===== src/rtl/core/multichannel_pulse_width_decoder_core_assert.svh =====
// Assertion macros used by the pulse-width decoder top level.
`ifndef MULTICHANNEL_PULSE_WIDTH_DECODER_CORE_ASSERT_SVH
`define MULTICHANNEL_PULSE_WIDTH_DECODER_CORE_ASSERT_SVH

// Condition that must hold at every clock edge outside reset.
`define PWDEC_ASSERT_ALWAYS(lbl, expr, msg) \
    lbl: assert property (@(posedge i_clk) disable iff (!i_rst_n) (expr)) \
        else $error(msg);

// Same-cycle implication outside reset.
`define PWDEC_ASSERT_IMPL(lbl, ante, cons, msg) \
    lbl: assert property (@(posedge i_clk) disable iff (!i_rst_n) (ante) |-> (cons)) \
        else $error(msg);

`endif


===== src/rtl/core/pwdec_pkg.sv =====
// Shared constants and types of the pulse-width decoder.
`default_nettype none
package pwdec_pkg;

    localparam int NUM_CHANNELS = 8;
    localparam int IDX_W        = (NUM_CHANNELS > 1) ? $clog2(NUM_CHANNELS) : 1;
    localparam int CH_W         = 3;
    localparam int TS_W         = 16;
    localparam int VAL_W        = 16;
    localparam int CNT_W        = 16;
    localparam int TRIM_W       = 11;
    localparam int CFG_IDX_W    = 2;
    localparam int CFG_DATA_W   = 16;

    localparam logic [VAL_W-1:0]        BASE_THROTTLE   = 16'd2000;
    localparam logic [VAL_W-1:0]        BASE_OTHER      = 16'd3000;
    localparam logic signed [TRIM_W-1:0] TRIM_RESET     = 11'sd77;
    localparam logic [CH_W-1:0]         THROTTLE_RESET  = 3'd2;
    localparam logic [TS_W-1:0]         PERIOD_RESET    = 16'hFFFF;

    // configuration register indexes
    localparam logic [CFG_IDX_W-1:0] REG_TRIM_OFFSET      = 2'd0;
    localparam logic [CFG_IDX_W-1:0] REG_THROTTLE_CHANNEL = 2'd1;
    localparam logic [CFG_IDX_W-1:0] REG_TIMER_PERIOD     = 2'd2;

    // result queue
    localparam int OQ_DEPTH = 3;
    localparam int OQ_PTR_W = 2;
    localparam int OQ_CNT_W = 2;

    typedef struct packed {
        logic [TS_W-1:0]  stamp;
        logic             level;
        logic [VAL_W-1:0] value;
        logic [CNT_W-1:0] count;
    } t_chan_state;

    typedef struct packed {
        logic [CH_W-1:0]  channel;
        logic             done;
        logic [VAL_W-1:0] value;
        logic [CNT_W-1:0] count;
    } t_result;

endpackage
`default_nettype wire


===== src/rtl/core/pwdec_state_ram.sv =====
// Per-channel state memory, registered read, valid bit per entry.
`default_nettype none
module pwdec_state_ram
    import pwdec_pkg::*;
(
    input  wire logic              i_clk,
    input  wire logic              i_rst_n,
    input  wire logic [IDX_W-1:0]  i_rd_idx,
    output t_chan_state            o_rd_data,
    input  wire logic              i_wr_en,
    input  wire logic [IDX_W-1:0]  i_wr_idx,
    input  wire t_chan_state       i_wr_data
);

    t_chan_state               r_mem [NUM_CHANNELS];
    logic [NUM_CHANNELS-1:0]   r_vld;
    t_chan_state               r_rd_data;
    logic                      r_rd_vld;

    always_ff @(posedge i_clk) begin
        if (i_wr_en) begin
            r_mem[i_wr_idx] <= i_wr_data;
        end
        r_rd_data <= r_mem[i_rd_idx];
    end

    always_ff @(posedge i_clk) begin
        if (!i_rst_n) begin
            r_vld    <= '0;
            r_rd_vld <= 1'b0;
        end else begin
            r_rd_vld <= r_vld[i_rd_idx];
            if (i_wr_en) begin
                r_vld[i_wr_idx] <= 1'b1;
            end
        end
    end

    // never-written entry reads as all zero
    assign o_rd_data = r_rd_vld ? r_rd_data : '0;

endmodule
`default_nettype wire


===== src/rtl/core/pwdec_out_queue.sv =====
// Three-entry result queue in front of the output channel.
`default_nettype none
module pwdec_out_queue
    import pwdec_pkg::*;
(
    input  wire logic                i_clk,
    input  wire logic                i_rst_n,
    input  wire logic                i_push,
    input  wire t_result             i_data,
    input  wire logic                i_pop,
    output logic                     o_valid,
    output t_result                  o_data,
    output logic [OQ_CNT_W-1:0]      o_count
);

    localparam logic [OQ_PTR_W-1:0] LAST_PTR = OQ_PTR_W'(OQ_DEPTH - 1);

    t_result               r_buf [OQ_DEPTH];
    logic [OQ_PTR_W-1:0]   r_wr_ptr;
    logic [OQ_PTR_W-1:0]   r_rd_ptr;
    logic [OQ_CNT_W-1:0]   r_cnt;

    always_ff @(posedge i_clk) begin
        if (i_push) begin
            r_buf[r_wr_ptr] <= i_data;
        end
    end

    always_ff @(posedge i_clk) begin
        if (!i_rst_n) begin
            r_wr_ptr <= '0;
            r_rd_ptr <= '0;
            r_cnt    <= '0;
        end else begin
            if (i_push) begin
                r_wr_ptr <= (r_wr_ptr == LAST_PTR) ? '0 : r_wr_ptr + 1'b1;
            end
            if (i_pop) begin
                r_rd_ptr <= (r_rd_ptr == LAST_PTR) ? '0 : r_rd_ptr + 1'b1;
            end
            if (i_push && !i_pop) begin
                r_cnt <= r_cnt + 1'b1;
            end else if (!i_push && i_pop) begin
                r_cnt <= r_cnt - 1'b1;
            end
        end
    end

    assign o_valid = (r_cnt != '0);
    assign o_data  = r_buf[r_rd_ptr];
    assign o_count = r_cnt;

endmodule
`default_nettype wire


===== src/rtl/core/multichannel_pulse_width_decoder_core.sv =====
// Top level of the multichannel RC pulse-width decoder.
//
// Input channel (i_valid / o_stall): one pin-change event per transfer:
// channel number, 16-bit timer stamp and the new pin level.
// Output channel (o_valid / i_stall): one result per event, in order:
// channel, pulse-done flag, channel's decoded value, event count.
// Config port: i_cfg_we with i_cfg_idx selects trim offset (0),
// throttle channel (1) or timer period (2); other indexes are ignored.
// Path: a result passes the stage-1 registers and is then written into the
// result queue, whose head drives the output.
// Throughput: one event per cycle while o_stall is low, set by the single
// read-modify-write pass over the channel state memory (read at accept, write
// in the next cycle, the just-written entry forwarded to a back-to-back event).
// Reset: config registers return to their defaults, all channel state
// reads as zero through per-entry valid bits; no clearing pass is needed.
// Stall: results collect in a three-entry queue; o_stall rises once the
// queue plus the event in flight could overflow it, and drops as it drains.
`default_nettype none
`include "multichannel_pulse_width_decoder_core_assert.svh"
module multichannel_pulse_width_decoder_core
    import pwdec_pkg::*;
(
    input  wire logic                    i_clk,
    input  wire logic                    i_rst_n,
    // event input
    input  wire logic                    i_valid,
    output logic                         o_stall,
    input  wire logic [CH_W-1:0]         i_channel,
    input  wire logic [TS_W-1:0]         i_timestamp,
    input  wire logic                    i_level,
    // result output
    output logic                         o_valid,
    input  wire logic                    i_stall,
    output logic [CH_W-1:0]              o_out_channel,
    output logic                         o_pulse_done,
    output logic signed [VAL_W-1:0]      o_pulse_value,
    output logic [CNT_W-1:0]             o_event_count,
    // configuration writes
    input  wire logic                    i_cfg_we,
    input  wire logic [CFG_IDX_W-1:0]    i_cfg_idx,
    input  wire logic [CFG_DATA_W-1:0]   i_cfg_data
);

    // ---------------- configuration registers ----------------
    logic signed [TRIM_W-1:0] r_trim;
    logic [CH_W-1:0]          r_throttle;
    logic [TS_W-1:0]          r_period;

    always_ff @(posedge i_clk) begin
        if (!i_rst_n) begin
            r_trim     <= TRIM_RESET;
            r_throttle <= THROTTLE_RESET;
            r_period   <= PERIOD_RESET;
        end else if (i_cfg_we) begin
            case (i_cfg_idx)
                REG_TRIM_OFFSET:      r_trim     <= i_cfg_data[TRIM_W-1:0];
                REG_THROTTLE_CHANNEL: r_throttle <= i_cfg_data[CH_W-1:0];
                REG_TIMER_PERIOD:     r_period   <= i_cfg_data[TS_W-1:0];
                default: ;
            endcase
        end
    end

    // ---------------- stage 0: accept, issue state read ----------------
    logic               w_in_xfer;
    logic [OQ_CNT_W-1:0] w_q_cnt;
    logic               r_s1_vld;

    // stall on queue occupancy and the event in stage 1, independent of i_valid
    assign o_stall   = (w_q_cnt == OQ_CNT_W'(OQ_DEPTH)) ||
                       ((w_q_cnt == OQ_CNT_W'(OQ_DEPTH - 1)) && r_s1_vld);
    assign w_in_xfer = i_valid && !o_stall;

    logic [IDX_W-1:0] w_rd_idx;
    assign w_rd_idx = IDX_W'(i_channel);

    // ---------------- stage 1: modify, write back ----------------
    logic [CH_W-1:0]  r_s1_ch;
    logic [TS_W-1:0]  r_s1_ts;
    logic             r_s1_lvl;
    logic             r_s1_in_range;

    always_ff @(posedge i_clk) begin
        if (!i_rst_n) begin
            r_s1_vld <= 1'b0;
        end else begin
            r_s1_vld <= w_in_xfer;
        end
    end

    always_ff @(posedge i_clk) begin
        if (w_in_xfer) begin
            r_s1_ch       <= i_channel;
            r_s1_ts       <= i_timestamp;
            r_s1_lvl      <= i_level;
            r_s1_in_range <= (32'(i_channel) < NUM_CHANNELS);
        end
    end

    logic [IDX_W-1:0] w_s1_idx;
    assign w_s1_idx = IDX_W'(r_s1_ch);

    t_chan_state w_rd_data;
    t_chan_state w_cur;
    t_chan_state w_wr_data;
    logic        w_wr_en;

    // last write, kept to cover the entry the memory read just missed
    logic             r_fwd_vld;
    logic [IDX_W-1:0] r_fwd_idx;
    t_chan_state      r_fwd_data;

    always_ff @(posedge i_clk) begin
        if (!i_rst_n) begin
            r_fwd_vld <= 1'b0;
        end else begin
            r_fwd_vld <= w_wr_en;
        end
    end

    always_ff @(posedge i_clk) begin
        if (w_wr_en) begin
            r_fwd_idx  <= w_s1_idx;
            r_fwd_data <= w_wr_data;
        end
    end

    assign w_cur = (r_fwd_vld && (r_fwd_idx == w_s1_idx)) ? r_fwd_data : w_rd_data;

    // falling edge closes a pulse
    logic             w_done;
    logic [TS_W-1:0]  w_delta;
    logic [VAL_W-1:0] w_base;
    logic [VAL_W-1:0] w_trim_ext;
    logic [VAL_W-1:0] w_new_value;
    logic [CNT_W-1:0] w_new_count;

    assign w_done      = !r_s1_lvl && w_cur.level;
    // timer wrapped: distance taken modulo the configured period
    assign w_delta     = (r_s1_ts >= w_cur.stamp) ? (r_s1_ts - w_cur.stamp)
                                                  : (r_period - (w_cur.stamp - r_s1_ts));
    assign w_base      = (r_s1_ch == r_throttle) ? BASE_THROTTLE : BASE_OTHER;
    assign w_trim_ext  = {{(VAL_W-TRIM_W){r_trim[TRIM_W-1]}}, r_trim};
    assign w_new_value = w_delta - w_base + w_trim_ext;
    assign w_new_count = w_cur.count + 1'b1;

    always_comb begin
        w_wr_data.stamp = w_done ? w_cur.stamp : r_s1_ts;
        w_wr_data.level = r_s1_lvl;
        w_wr_data.value = w_done ? w_new_value : w_cur.value;
        w_wr_data.count = w_new_count;
    end

    // channels beyond the table leave state alone
    assign w_wr_en = r_s1_vld && r_s1_in_range;

    pwdec_state_ram u_state_ram (
        .i_clk     (i_clk),
        .i_rst_n   (i_rst_n),
        .i_rd_idx  (w_rd_idx),
        .o_rd_data (w_rd_data),
        .i_wr_en   (w_wr_en),
        .i_wr_idx  (w_s1_idx),
        .i_wr_data (w_wr_data)
    );

    // ---------------- result queue ----------------
    t_result w_res;
    t_result w_q_data;
    logic    w_q_valid;
    logic    w_out_xfer;

    always_comb begin
        w_res.channel = r_s1_ch;
        w_res.done    = r_s1_in_range && w_done;
        w_res.value   = r_s1_in_range ? w_wr_data.value : '0;
        w_res.count   = r_s1_in_range ? w_wr_data.count : '0;
    end

    assign w_out_xfer = w_q_valid && !i_stall;

    pwdec_out_queue u_out_queue (
        .i_clk   (i_clk),
        .i_rst_n (i_rst_n),
        .i_push  (r_s1_vld),
        .i_data  (w_res),
        .i_pop   (w_out_xfer),
        .o_valid (w_q_valid),
        .o_data  (w_q_data),
        .o_count (w_q_cnt)
    );

    assign o_valid       = w_q_valid;
    assign o_out_channel = w_q_data.channel;
    assign o_pulse_done  = w_q_data.done;
    assign o_pulse_value = w_q_data.value;
    assign o_event_count = w_q_data.count;

    // ---------------- checks ----------------
    `PWDEC_ASSERT_IMPL(a_queue_room, r_s1_vld, w_q_cnt != OQ_CNT_W'(OQ_DEPTH), "queue full at push")
    `PWDEC_ASSERT_IMPL(a_fwd_hit, r_s1_vld && $past(w_wr_en) && (w_s1_idx == $past(w_s1_idx)), w_cur == $past(w_wr_data), "stale channel state")
    `PWDEC_ASSERT_IMPL(a_range_quiet, r_s1_vld && !r_s1_in_range, !w_wr_en && !w_res.done, "out-of-range write")

endmodule
`default_nettype wire

===== config.mk =====
export PLATFORM = sky130hd
export DESIGN_NAME = multichannel_pulse_width_decoder_core
export DESIGN_NICKNAME = d
export VERILOG_FILES = /design/src/rtl/core/pwdec_pkg.sv /design/src/rtl/core/pwdec_state_ram.sv /design/src/rtl/core/pwdec_out_queue.sv /design/src/rtl/core/multichannel_pulse_width_decoder_core.sv
export VERILOG_INCLUDE_DIRS = /design/src /design/src/rtl/core
export SDC_FILE = /design/constraint.sdc
export NUM_CORES = 1
export LEC_CHECK = 0
export BUFFER_PORTS_ARGS = -buffer_cell sky130_fd_sc_hd__buf_2
export CORE_MARGIN = 2
export CORE_UTILIZATION = 56
export DETAILED_ROUTE_END_ITERATION = 8
export PLACE_DENSITY_LB_ADDON = 0.2
export RECOVER_POWER = 50
export REMOVE_ABC_BUFFERS = 1
export SLEW_MARGIN = 10
export SYNTH_ARGS = -nofsm -noshare
export SYNTH_HDL_FRONTEND = slang
export SYNTH_SLANG_ARGS = --single-unit

===== constraint.sdc =====
create_clock -name i_clk -period 6.9 [get_ports i_clk]
set_clock_uncertainty 0.15 [all_clocks]
set_input_delay 1.035 -clock i_clk [delete_from_list [all_inputs] [get_ports i_clk]]
set_output_delay 1.035 -clock i_clk [all_outputs]
set_load 0.01 [all_outputs]

==> Implementation_results.wiki, run 1 <==
{| class="wikitable"
! Metric !! Value
|-
| Average instance area after synthesis || 15.85 sq um
|-
| First-pass GRT wire length || 91860 um
|-
| Count of cell types in the netlist || 60
|-
| Mapped Area || 0.02794 sq mm
|-
| Synthesized netlist cell count || 1763
|-
| Synth-to-Final Area Change || 12.82%
|-
| Register area share after synthesis || 68.49%
|-
| Endpoint class of the critical path || register
|-
| Final layout net count || between 2000 and 2500
|-
| Hold Vio Cnt, Final || 0
|-
| Initial DRT Pass Iterations || 6
|-
| Failing checks || capacitance limit, slew limit
|-
| Highest fanout seen on the critical path || 11
|-
| WL/cell || 23.42 um
|-
| Detailed Route Iter0 Violations || 1587
|-
| Antenna violations before repair || 0
|-
| CTS tree || yes
|-
| Total congestion overflow || 0
|-
| Post-synthesis async set-or-reset flop share || 0%
|-
| Number of buffers created by CTS || 68
|-
| VDD IR-drop max || 0.2175 mV
|-
| Power after layout || 9.784 mW
|-
| Hold buffer count at CTS || 0
|-
| Clk buf depth || 3
|-
| Horiz. Die Dim || 227.4 um
|-
| Largest stage delay on the critical path || between 0.4 and 0.5 ns
|-
| Count of endpoints failing setup in the final report || 0
|-
| Via count of the first global-routing pass || 15605
|-
| Master cell of the clock root buffer || sky130_fd_sc_hd__clkbuf_16
|-
| Number of primary I/O pins || 81
|-
| Commonest non-fill, non-tap cells in the layout || 572 x sky130_fd_sc_hd__edfxtp_1, 142 x sky130_fd_sc_hd__nand2_1, 100 x sky130_fd_sc_hd__mux4_2, 95 x sky130_fd_sc_hd__dfxtp_1
|-
| Layout cells sized above 1 || 20.74%
|-
| CTS clock-pin slew for the worst setup and hold paths || 0.06 ns
|-
| Crit-path slowest cell || sky130_fd_sc_hd__fa_1
|-
| Most frequent cell on the critical path || sky130_fd_sc_hd__ha_1
|-
| Final HPWL from detailed placement || about 37000 um
|-
| Number of routed nets with antenna violations || 0
|-
| R2R depth || 29
|-
| Slew at the pin closest to its max-slew limit || 4.074 ns
|-
| GPL Wtd Cong || 0.8950
|-
| Die Area || 0.05170 sq mm
|-
| Final worst hold slack || approximately 0.32 ns
|-
| Number of cells on the worst hold path || 1
|-
| Final critical path time including I/O delays and setup || 6.513 ns
|-
| Yosys warns || 0
|-
| H-tree Lvls || 3
|-
| Maximum number of pins on one net before global-route repair || 73
|-
| Placeable core area || 0.04905 sq mm
|-
| Power per unit of standard cell area || 310.4 mW/mm^2
|-
| Rel. slew slack || -171.6%
|-
| Worst setup path category || register to register
|-
| Post-synth top flop || sky130_fd_sc_hd__edfxtp_1
|-
| Count of vias placed by the detailed router || 15484
|-
| Clock latency of the later-clocked register in the worst-skew pair || 0.60 ns
|-
| Total track usage || 24.08%
|-
| Vertical die dimension || 227.4 um
|-
| Number of storage elements in the synthesis netlist || 670
|-
| Starting Density || roughly 57%
|-
| Type of the worst min-delay path || register to register
|-
| IO Port Bufs || 80
|-
| Post-route DRC || 0
|-
| Sort of element at the start of the critical path || register
|-
| Final wirelength || 61060 um
|-
| Crit path required time || ~7.1 ns
|-
| Count of final max-slew check failures || roughly 540
|-
| Vias per cell || 5.939
|-
| Number of sinks driven by the clock tree || between 600 and 700
|-
| Count of flip-flops with a built-in enable after synthesis || 572
|-
| Antenna diode count || 0
|-
| Setup slack after layout || approximately 0.39 ns
|-
| Max Cap Viol || 16
|-
| Post-layout utilization of the core || ~64%
|-
| Placement-stage worst setup slack || -0.2527 ns
|-
| Row Count || a little over 80
|-
| Run status || complete, but fails checks
|-
| Most common library cell in the layout ignoring fill and taps || sky130_fd_sc_hd__edfxtp_1
|-
| Static power due to leakage || 11.09 nW
|-
| Highest Clock Rate || between 0.15 and 0.2 GHz
|-
| Ratio of final minimum period to clock period || 94.40%
|-
| Data arrival, critical path || approximately 6.7 ns
|}
[registers in the layout, indices dropped and copies added (netlist names), 2 cells and up, named ones only]
register	cells
u_state_ram.r_mem	392
r_fwd_idx	3
u_out_queue.r_buf	108
r_fwd_data	49
u_out_queue.r_wr_ptr	2
u_state_ram.r_vld	8
r_throttle	3
r_trim	11
u_out_queue.r_rd_ptr	2
r_s1_ch	3
r_period	16
u_out_queue.o_count	2
u_state_ram.r_rd_data	49
r_s1_ts	16
[final cells by class]
cell class / count / area, sq um
clock buffers: 95 / 1886
clock inverters: 27 / 282.8
fillers: 3506 / 17530
inverters: 70 / 262.8
multi-input cells: 939 / 8287
flip-flops and latches: 670 / 19140
well taps: 664 / 830.8
repair buffers: 142 / 833.3
[worst max-delay path, delay by kind of cell, from the launching register on]
kind                       cells  cell delay [ns]
AOI/OAI and AO/OA             13             2.52
adders and majority gates      5             1.65
and+or+nand+nor                5             0.62
buffers and inverters          4             0.49
xor gates and xnor gates       2             0.41
DFF                            1             0.41
[cells by family (layout without fill, tap and decap cells)]
logic type,after synthesis,count (layout),synth area share [%]
flip-flops,670,670,68.49
AND/OR/NAND/NOR,352,352,6.126
AO/OA/AOI/OAI,256,256,5.687
multiplexers,190,190,11.50
buffers and inverters,154,334,2.199
adder cells (fa/ha/maj),77,77,3.932
XOR/XNOR,64,64,2.060
[synthesized netlist by cell type (4+ instances only)]
cell type                    n  area share (%)
sky130_fd_sc_hd__fa_1       18             1.3
sky130_fd_sc_hd__buf_2       4           0.072
sky130_fd_sc_hd__edfxtp_1  572              61
sky130_fd_sc_hd__o21ai_0    78             1.4
sky130_fd_sc_hd__nand3_1    50            0.90
sky130_fd_sc_hd__nor3b_1     4            0.11
sky130_fd_sc_hd__a21oi_1    69             1.2
sky130_fd_sc_hd__mux4_2    100             8.1
sky130_fd_sc_hd__or2_2       5            0.11
sky130_fd_sc_hd__o211ai_1   10            0.27
sky130_fd_sc_hd__o21bai_1    4            0.11
sky130_fd_sc_hd__dfxtp_1    98             7.0
sky130_fd_sc_hd__o21ai_1     5           0.090
sky130_fd_sc_hd__nor2b_1    11            0.25
sky130_fd_sc_hd__mux2i_1    41             1.5
sky130_fd_sc_hd__inv_1      70            0.94
sky130_fd_sc_hd__mux2_2     49             2.0
sky130_fd_sc_hd__clkbuf_1   55            0.74
sky130_fd_sc_hd__ha_1       59             2.6
sky130_fd_sc_hd__a211oi_1   13            0.35
sky130_fd_sc_hd__nor2_1     32            0.43
sky130_fd_sc_hd__buf_1      20            0.27
sky130_fd_sc_hd__nand2b_1   10            0.22
sky130_fd_sc_hd__a21o_1     18            0.48
sky130_fd_sc_hd__buf_6       4            0.16
sky130_fd_sc_hd__and2_1      4           0.090
sky130_fd_sc_hd__a31oi_1    10            0.22
sky130_fd_sc_hd__nor3_1     18            0.32
sky130_fd_sc_hd__and3_1     44            0.99
sky130_fd_sc_hd__o21a_1     13            0.35
sky130_fd_sc_hd__or3_1       7            0.16
sky130_fd_sc_hd__xnor2_1    36             1.1
sky130_fd_sc_hd__a21oi_2     4            0.13
sky130_fd_sc_hd__a21boi_0    9            0.24
sky130_fd_sc_hd__nand4_1    13            0.29
sky130_fd_sc_hd__nand2_1   142             1.9
sky130_fd_sc_hd__xor2_1     26            0.81
[power by group]
| group | total (mW) | internal, mW | switching, mW |
|---|---|---|---|
| sequential | 4.66 | 4.58 | 0.0787 |
| combinational | 1.56 | 0.616 | 0.945 |
| clock | 3.56 | 2.07 | 1.49 |
| total | 9.78 | 7.27 | 2.51 |
[per-layer routing]
layer | vias up | part of all wire [%] | track usage (%)
met5 | - | 0 | 0
met4 | 0 | 2.4 | 8.075
met1 | 7907 | 44 | 33.89
li1 | 6993 | - | -
met3 | 84 | 6.4 | 4.737
met2 | 500 | 47 | 38.12
[timing repair]
action	CTS	global route
pin swaps	0	6
gates cloned	0	0
setup endpoints to repair	36	120
buffers inserted	0	4
resized for setup	3	17
hold endpoints to repair	0	0
[final timing paths]
path	from	end	slack [ns]
worst max-delay path	r_fwd_idx[2]	u_state_ram.r_mem[0][31]	0.39
worst min-delay path	u_state_ram.r_vld[3]	u_state_ram.r_vld[3]	0.32
worst max register to register	r_fwd_idx[2]	u_state_ram.r_mem[0][31]	0.39
worst min register to register	u_state_ram.r_vld[3]	u_state_ram.r_vld[3]	0.32
[per-stage QoR]
| step | instances | instance area (sq um) | TNS [ns] |
|---|---|---|---|
| global placement | 2481 | 29330 | 0 |
| CTS | 2603 | 31520 | 0 |
| floorplan | 1679 | 27590 | -45.49 |
| detailed placement | 2481 | 29330 | -5.565 |
| finish | 2607 | 31520 | 0 |
| global route | 2607 | 31520 | -2.046 |
Note: power is estimated with default switching activity, not from simulation.
==> run 2: changes to the inputs <==
Settings changed: CTS_BUF_LIST set to sky130_fd_sc_hd__clkbuf_16.
==> run 2 against run 1 <==
  * The run still ends with capacitance limit, slew limit left
  * Total power down 0.64%
  * Register-to-register slack worse by 0.03 ns
  * Sequential cell count unchanged
  * Clock power down 2%
  * Critical path depth unchanged
  * Critical endpoint unchanged
  * Core utilization down 0.089 points
  * Highest routed layer is now met5
  * Sequential power about the same
  * Critical path type unchanged
  * Largest cell class unchanged
==> Implementation_results.wiki, run 2 (synthesized netlist as in run 1, its figures left out) <==
{| class="wikitable"
! Metric !! Value
|-
| Total negative slack for setup checks || 0 ns (unchanged)
|-
| Horiz. Die Dim || 227.4 um (unchanged)
|-
| Die Area || 0.05170 sq mm (unchanged)
|-
| VDD IR-drop max || 0.2174 mV (about the same)
|-
| Count of endpoints failing setup in the final report || 0 (unchanged)
|-
| IO Port Bufs || 80 (unchanged)
|-
| Run status || complete, but fails checks
|-
| Master cell of the clock root buffer || sky130_fd_sc_hd__clkbuf_16
|-
| Commonest non-fill, non-tap cells in the layout || 572 x sky130_fd_sc_hd__edfxtp_1, 142 x sky130_fd_sc_hd__nand2_1, 100 x sky130_fd_sc_hd__mux4_2, 95 x sky130_fd_sc_hd__dfxtp_1, 91 x sky130_fd_sc_hd__inv_1
|-
| Most common library cell in the layout ignoring fill and taps || sky130_fd_sc_hd__edfxtp_1
|-
| CTS clock-pin slew for the worst setup and hold paths || 0.06 ns (about the same)
|-
| Final layout net count || 2011 (unchanged)
|-
| Static power due to leakage || 11.15 nW (+0.54%)
|-
| Number of routed nets with antenna violations || 0 (unchanged)
|-
| Antenna violations before repair || 1 (+1)
|-
| Type of the worst min-delay path || register to register
|-
| Power per unit of standard cell area || 308.8 mW/mm^2 (-0.50%)
|-
| Placement-stage cell area || 0.02933 sq mm (unchanged)
|-
| GPL Wtd Cong || 0.8950 (unchanged)
|-
| Hold Vio Cnt, Final || 0 (unchanged)
|-
| Detailed Route Iter0 Violations || 1502 (-5.4%)
|-
| Largest regs || u_state_ram.r_mem: 392 flops, u_out_queue.r_buf: 108 flops
|-
| Clock latency of the later-clocked register in the worst-skew pair || 0.60 ns (about the same)
|-
| Hold buffer count at CTS || 0 (unchanged)
|-
| Via count of the first global-routing pass || 15631 (+0.17%)
|-
| Data arrival, critical path || 6.73 ns (+0.03 ns)
|-
| Total congestion overflow || 0 (unchanged)
|-
| Vertical die dimension || 227.4 um (unchanged)
|-
| Largest Register || u_state_ram.r_mem
|-
| Final worst hold slack || 0.3169 ns (+0.00004300 ns)
|-
| Synth-to-Final Area Change || 12.66%
|-
| Non-Filler Instances || 2607 (unchanged)
|-
| Initial DRT Pass Iterations || 5 (-1)
|-
| Number of flip-flops under the largest register name || 392 (unchanged)
|-
| Count of vias placed by the detailed router || 15489 (+0.032%)
|-
| Sort of element at the start of the critical path || register
|-
| Power after layout || 9.722 mW (-0.64%)
|-
| Crit path required time || 7.09 ns (about the same)
|-
| CTS tree || yes
|-
| Final HPWL from detailed placement || 36640 um (unchanged)
|-
| Endpoint class of the critical path || register
|-
| Rel. slew slack || -167.7% (+4.0 points)
|-
| Vias per cell || 5.941 (about the same)
|-
| Final critical path time including I/O delays and setup || 6.541 ns (+0.02769 ns)
|-
| Number of primary I/O pins || 81 (unchanged)
|-
| Clk buf depth || 3 (unchanged)
|-
| H-tree Lvls || 3 (unchanged)
|-
| Layout cells sized above 1 || 20.48% (-0.26 points)
|-
| Post-route DRC || 0 (unchanged)
|-
| Most frequent cell on the critical path || sky130_fd_sc_hd__ha_1
|-
| Worst setup path category || register to register
|-
| Row Count || 81 (unchanged)
|-
| First-pass GRT wire length || 91850 um (about the same)
|-
| WL/cell || 23.40 um (about the same)
|-
| Slew at the pin closest to its max-slew limit || 4.015 ns (-0.05968 ns)
|-
| Highest fanout seen on the critical path || 11 (unchanged)
|-
| Starting Density || 56.96% (unchanged)
|-
| Placed Cells || 2481 (unchanged)
|-
| Max Cap Viol || 17 (+1)
|-
| Filler Cells Inserted || 3510 (+0.11%)
|-
| Count of final max-slew check failures || 585 (+8.7%)
|-
| Highest Clock Rate || 0.1529 GHz (-0.42%)
|-
| Total track usage || 24.10% (about the same)
|-
| Placeable core area || 0.04905 sq mm (unchanged)
|-
| Setup slack after layout || 0.3589 ns (-0.02769 ns)
|-
| Maximum number of pins on one net before global-route repair || 73 (unchanged)
|-
| Number of buffers created by CTS || 68 (unchanged)
|-
| Final design instance area without fill || 0.03148 sq mm (-0.14%)
|-
| Antenna diode count || 0 (unchanged)
|-
| Crit-path slowest cell || sky130_fd_sc_hd__fa_1
|-
| Placement-stage worst setup slack || -0.2527 ns (unchanged)
|-
| Post-layout utilization of the core || 64.18% (-0.089 points)
|-
| Number of sinks driven by the clock tree || 670 (unchanged)
|-
| Ratio of final minimum period to clock period || 94.80% (+0.40 points)
|-
| Failing checks || capacitance limit, slew limit
|-
| Final wirelength || 61000 um (about the same)
|-
| Largest stage delay on the critical path || 0.46 ns (about the same)
|}
-- run 2: cell count changes in the layout (fill, tap and decap cells not counted), sizes merged --
| cell | before | now |
|---|---|---|
| clkbuf | 108 | 84 |
| buf | 129 | 128 |
| clkinv | 20 | 24 |
| inv | 70 | 91 |
-- run 2: final timing paths --
kind / start / endpoint / slack [ns] / cells after the start
hold reg to reg: u_state_ram.r_vld[3] / u_state_ram.r_vld[3] / 0.32 / 1
setup reg to reg: r_fwd_idx[2] / u_state_ram.r_mem[0][31] / 0.36 / 29
setup / recovery: r_fwd_idx[2] / u_state_ram.r_mem[0][31] / 0.36 / 29
hold / removal: u_state_ram.r_vld[3] / u_state_ram.r_vld[3] / 0.32 / 1
-- run 2: routing by layer --
metal	global-route usage, %	part of all wire, %
met1	34.02	43
met2	37.87	47
met3	4.672	6.6
met4	8.560	2.5
met5	0	0.020
-- run 2: where the power goes --
| part | leakage, nW | internal [mW] | total (mW) | switching [mW] |
|---|---|---|---|---|
| combinational | 3.92 | 0.616 | 1.56 | 0.949 |
| clock | 1.11 | 1.99 | 3.49 | 1.50 |
| sequential | 6.12 | 4.58 | 4.66 | 0.0783 |
| total | 11.2 | 7.19 | 9.72 | 2.53 |
-- run 2: layout make-up --
class	count	area, sq um	share of cell area [%]
well taps	664	830.8	2.639
inverters	70	262.8	0.8347
clock inverters	52	376.6	1.196
multi-input cells	939	8287	26.32
clock buffers	70	1752	5.564
flip-flops and latches	670	19140	60.81
repair buffers	142	829.5	2.635
-- run 2: critical path, delay by kind of cell (launching register included) --
| kind | cells | cell delay, ns |
|---|---|---|
| adders and majority gates | 5 | 1.65 |
| AOI/OAI and AO/OA | 13 | 2.52 |
| buffers and inverters | 4 | 0.49 |
| xor gates and xnor gates | 2 | 0.42 |
| DFF | 1 | 0.42 |
| and+or+nand+nor | 5 | 0.61 |
-- run 2: what timing repair did --
action	in CTS	in global routing
resized for setup	3	17
gates cloned	0	0
pin swaps	0	6
setup buffers	0	4
setup endpoints to repair	36	120
